## config.mk

```make
export PLATFORM = sky130hd
export DESIGN_NAME = ris_lane
export DESIGN_NICKNAME = d
export VERILOG_FILES = /design/src/hw/rtl/ris_pkg.sv /design/src/hw/rtl/ris_lane.sv
export SDC_FILE = /design/constraint.sdc
export NUM_CORES = 2
export LEC_CHECK = 0
export BUFFER_PORTS_ARGS = -buffer_cell sky130_fd_sc_hd__buf_2
export CAP_MARGIN = 0
export CORE_MARGIN = 1.5
export CORE_UTILIZATION = 59
export DETAILED_ROUTE_END_ITERATION = 6
export HOLD_SLACK_MARGIN = 0.08
export PLACE_DENSITY = 0.86
export SETUP_SLACK_MARGIN = 0.05
export SLEW_MARGIN = 20
export SYNTH_ARGS = -nofsm -noshare
export SYNTH_HDL_FRONTEND = slang
export SYNTH_SLANG_ARGS = --single-unit
```

## constraint.sdc

```tcl
create_clock -name clk -period 5.62 [get_ports clk]
set_input_delay 0.281 -clock clk [delete_from_list [all_inputs] [get_ports clk]]
set_output_delay 0.281 -clock clk [all_outputs]
set_load 0.01 [all_outputs]
```

## src/hw/rtl/ris_pkg.sv

```systemverilog
// Package for the RGB image scaler: payload structs, register indexes
// and default sizes. No dependencies.
package ris_pkg;

    localparam int DEF_MAX_WIDTH  = 256;
    localparam int DEF_MAX_HEIGHT = 256;
    localparam int DEF_FRAC_BITS  = 16;

    localparam int CFG_IDX_W  = 3;
    localparam int CFG_DATA_W = 24;
    localparam int STEP_W     = 24;
    localparam int SIZE_W     = 9;
    localparam int OUT_POS_W  = 12;
    localparam int PROD_W     = STEP_W + OUT_POS_W;
    localparam int CHAN_W     = 8;
    localparam int PIX_W      = 3 * CHAN_W;
    localparam int NUM_LANES  = 4;

    typedef enum logic [CFG_IDX_W-1:0] {
        REG_SRC_WIDTH  = 3'd0,
        REG_SRC_HEIGHT = 3'd1,
        REG_COL_STEP   = 3'd2,
        REG_ROW_STEP   = 3'd3,
        REG_BILINEAR   = 3'd4
    } cfg_reg_t;

    localparam logic KIND_WRITE   = 1'b0;
    localparam logic KIND_REQUEST = 1'b1;

    typedef struct packed {
        logic                 kind;
        logic [7:0]           src_row;
        logic [7:0]           src_col;
        logic [CHAN_W-1:0]    red_in;
        logic [CHAN_W-1:0]    green_in;
        logic [CHAN_W-1:0]    blue_in;
        logic [OUT_POS_W-1:0] out_row;
        logic [OUT_POS_W-1:0] out_col;
    } in_item_t;

    typedef struct packed {
        logic [CHAN_W-1:0] red_out;
        logic [CHAN_W-1:0] green_out;
        logic [CHAN_W-1:0] blue_out;
    } out_item_t;

endpackage

```

## src/hw/rtl/ris_lane.sv

```systemverilog
// One bilinear lane: weights one neighbour pixel by its two fractions.
// Pipelined, with one multiply per stage. Uses ris_pkg.
module ris_lane
    import ris_pkg::*;
#(
    parameter int FRAC_BITS = DEF_FRAC_BITS
) (
    input  logic                 clk,
    input  logic                 en,
    input  logic [PIX_W-1:0]     pix,
    input  logic [FRAC_BITS:0]   wx,
    input  logic [FRAC_BITS:0]   wy,
    output logic [2*FRAC_BITS+CHAN_W+1:0] term [3]
);

    localparam int WW = 2 * FRAC_BITS + 2;

    logic [WW-1:0]              wxy_reg;
    logic [PIX_W-1:0]           pix_reg;
    logic [2*FRAC_BITS+CHAN_W+1:0] term_reg [3];

    always_ff @(posedge clk)
    begin
        if (en)
        begin
            wxy_reg <= WW'(wx * wy);
            pix_reg <= pix;
            for (int k = 0; k < 3; k++)
            begin
                term_reg[k] <= (WW+CHAN_W)'(wxy_reg *
                               pix_reg[PIX_W-1-CHAN_W*k -: CHAN_W]);
            end
        end
    end

    assign term = term_reg;

endmodule
```

==> results.md <==
* Total Routed Length at 99920 um
* Post-synthesis cell area at 0.03946 mm^2
* GRT Total Usage at 29.26%
* Post-synth EDFFs at 184
* Max frequency at 177.0 MHz
* Async SR Flop Fraction at 0%
* Buffers on Ports at 185
* Final RePlAce weighted congestion at 0.9356
* Post-route cell area at 0.04530 mm^2
* Row cnt at 94
* Cells after Synth at 4180
* WS Path Type: reg2reg
* Placed cell area at 0.04323 mm^2
* Most used DFF post-synth: edfxtp_1
* Post-route minimum period at 5.651 ns
* Syn nets at 5334
* # DRC at 13
* Final Worst Setup Slack at -0.03104 ns
* Crit path launch type: flip-flop
* Die height at 261.6 um
* Global-route wire length before repair at 158700 um
* Syn_area_per_cell at 9.441 um^2
* Worst EP arrival at 5.93 ns
* # Max-Cap Violations at 0
* Data required time of the worst path at 5.90 ns
* Die width at 261.6 um
* CTS clock-pin slew for the worst setup and hold paths at 0.08 ns
* Fin crit share at 100.6%
* Clock insertion delay at the later pin of the skew report at 0.53 ns
* Min-delay worst type: in2reg
* Clock Path Buffers at 2
* Failing checks: design-rule violations, negative setup slack
* Post-DP HPWL at 77660 um
* Diodes inserted at 0
* Area of the core at 0.06598 mm^2
* Distinct cells, synth at 64
* Flops & latches, synth at 184
* Initial core utilization at 59.81%
* CTS tree: built
* TritonRoute pass-1 iters at 7
* Layout cells sized above 1 at 14.92%
* Initial antenna violation count at 1
* P&R area growth vs syn at 14.80%
* Synth Warn # at 0
* Antenna violation net count after detailed routing at 0
* Filler instances at 4534
* Vias in the first global route at 32845
* Die area at 0.06845 mm^2
* Clock Root Buffer: clkbuf_16
* Initial drt markers at 2392
* Clock sink count at 184
* Relative slew slack at 37.81%
* Reg-to-reg slack, setup at -0.03 ns
* WL/cell at 18.43 um
* Final setup fails at 3
* Htree depth at 4
* Via Count at 30938
* Inserted Clock Buffers at 17
* CP Capture Type: flip-flop
* Place WS at -0.2566 ns
* Sequential share of the synthesized area at 14.00%
* Slew Viols, Final at 0
* Unrepaired setup endpoints after global routing: yes
* Largest net degree at the start of global routing at 148
* I/O pins at 186
* Largest register FFs at 126
* Total gr overflow at 0
* Layout Nets at 5699
* CP Max Fanout at 5
* Clock Skew at 0.03164 ns
* Outcome: complete, but fails checks
* Worst-margin pin slew at 0.9329 ns
* Final hold viol count at 0
* Via density at 5.706
-- through the flow --
stage	setup TNS [ns]	hold WS (ns)	utilization [%]	cells
after global placement	-0.7773	0.4586	65.52	5325
final	-0.06116	0.1839	68.66	5422
after detailed placement	-2.469	0.4593	65.52	5325
after CTS	0	0.1640	67.47	5399
after floorplan	0	0.3799	-	4180
after global routing	-1.393	0.1918	68.66	5422
-- routing by layer --
layer / part of all wire (%) / global-route usage [%]
met3: 7.0 / 4.890
met2: 51 / 51.34
met1: 36 / 34.34
met5: 0.016 / 0
met4: 6.1 / 15.79
-- final timing paths --
kind	startpoint	endpoint	depth (start not counted)
hold reg to reg	pix_reg[8]	term[42]	2
setup reg to reg	pix_reg[3]	term[41]	20
hold / removal	en	term[92]	1
setup / recovery	pix_reg[3]	term[41]	20
-- cell usage in the layout, fill, tap and decap left out, types with 11 or more instances in the layout --
master         instances
a21oi_1              108
dlygate4sd3_1         24
xor2_1                34
ha_4                  15
edfxtp_1             184
buf_2                184
a21o_1                76
o21bai_1              15
clkbuf_16             20
ha_1                 274
buf_4                286
a21oi_2               15
inv_1                763
buf_6                 21
nor2_1                72
a31oi_1               19
fa_1                 793
nand2_1              679
nand4_1               11
a211oi_1              13
buf_12                23
o211ai_1              11
nand2b_1              19
and2_1               487
nand3_1               29
o21ai_0               50
and3_1                18
nor3_1                11
nor2b_1               18
o21a_1                20
xnor2_1               91
-- worst max-delay path, stage by stage, from the launching register on --
cell and delay, ns:
edfxtp_1 0.50, buf_6 0.17, buf_6 0.11, and2_4 0.14
fa_1 0.49, inv_1 0.06, fa_1 0.51, inv_2 0.05
fa_1 0.50, fa_1 0.60, ha_4 0.23, o21a_1 0.20
o2111ai_2 0.18, a31oi_1 0.08, a211o_1 0.39, a311oi_4 0.34
o31a_1 0.23, o21a_1 0.20, o311a_1 0.21, nor3_2 0.04
buf_4 0.15
-- synthesized netlist by cell type, types with 3 or more instances --
master	instances	area share [%]
a211o_1	6	0.13
a211oi_1	19	0.36
a21boi_0	6	0.11
a21o_1	76	1.4
a21oi_1	124	1.6
a311oi_1	4	0.089
a31oi_1	23	0.36
a41oi_1	3	0.067
and2_1	493	7.8
and3_1	20	0.32
clkbuf_1	197	1.9
edfxtp_1	184	14
fa_1	800	41
ha_1	294	9.3
inv_1	773	7.4
nand2_1	681	6.5
nand2b_1	19	0.30
nand3_1	30	0.38
nand3b_1	3	0.057
nand4_1	11	0.17
nor2_1	76	0.72
nor2b_1	18	0.29
nor3_1	14	0.18
nor4_1	4	0.063
o2111ai_1	6	0.13
o211ai_1	11	0.21
o21a_1	20	0.38
o21ai_0	62	0.79
o21bai_1	17	0.32
o22ai_1	3	0.048
o311ai_0	4	0.089
o31ai_1	6	0.11
or2_2	3	0.048
or3_1	5	0.079
xnor2_1	93	2.1
xor2_1	35	0.78
-- timing repair --
item / CTS / global route
hold buffers: 24 / 0
endpoints found under the hold margin: 24 / 0
cloned: 2 / 3
setup endpoints to repair: 19 / 36
gates resized for setup: 50 / 124
setup buffers: 16 / 23
pin swaps: 21 / 80
-- area by class of cell --
type | count | area, um^2 | area share, %
inverters | 773 | 2902 | 6.405
multi-input cells | 3025 | 31030 | 68.51
repair buffers | 544 | 4160 | 9.184
clock inverters | 15 | 172.7 | 0.3812
flip-flops and latches | 184 | 5525 | 12.20
well taps | 864 | 1081 | 2.386
clock buffers | 17 | 425.4 | 0.9391
-- cells by family after synthesis --
family	count (synthesis)	share of synthesized area, %
multiplexers	3	0.07927
AND/OR/NAND/NOR	1383	17.04
flip-flops	184	14.00
adder cells (fa/ha/maj)	1094	49.91
AO/OA/AOI/OAI	417	6.899
buffers and inverters	971	9.236
XOR/XNOR	128	2.841
Power is not shown: default switching activity piles up to over one toggle a cycle in this logic, so the estimate is an artifact.
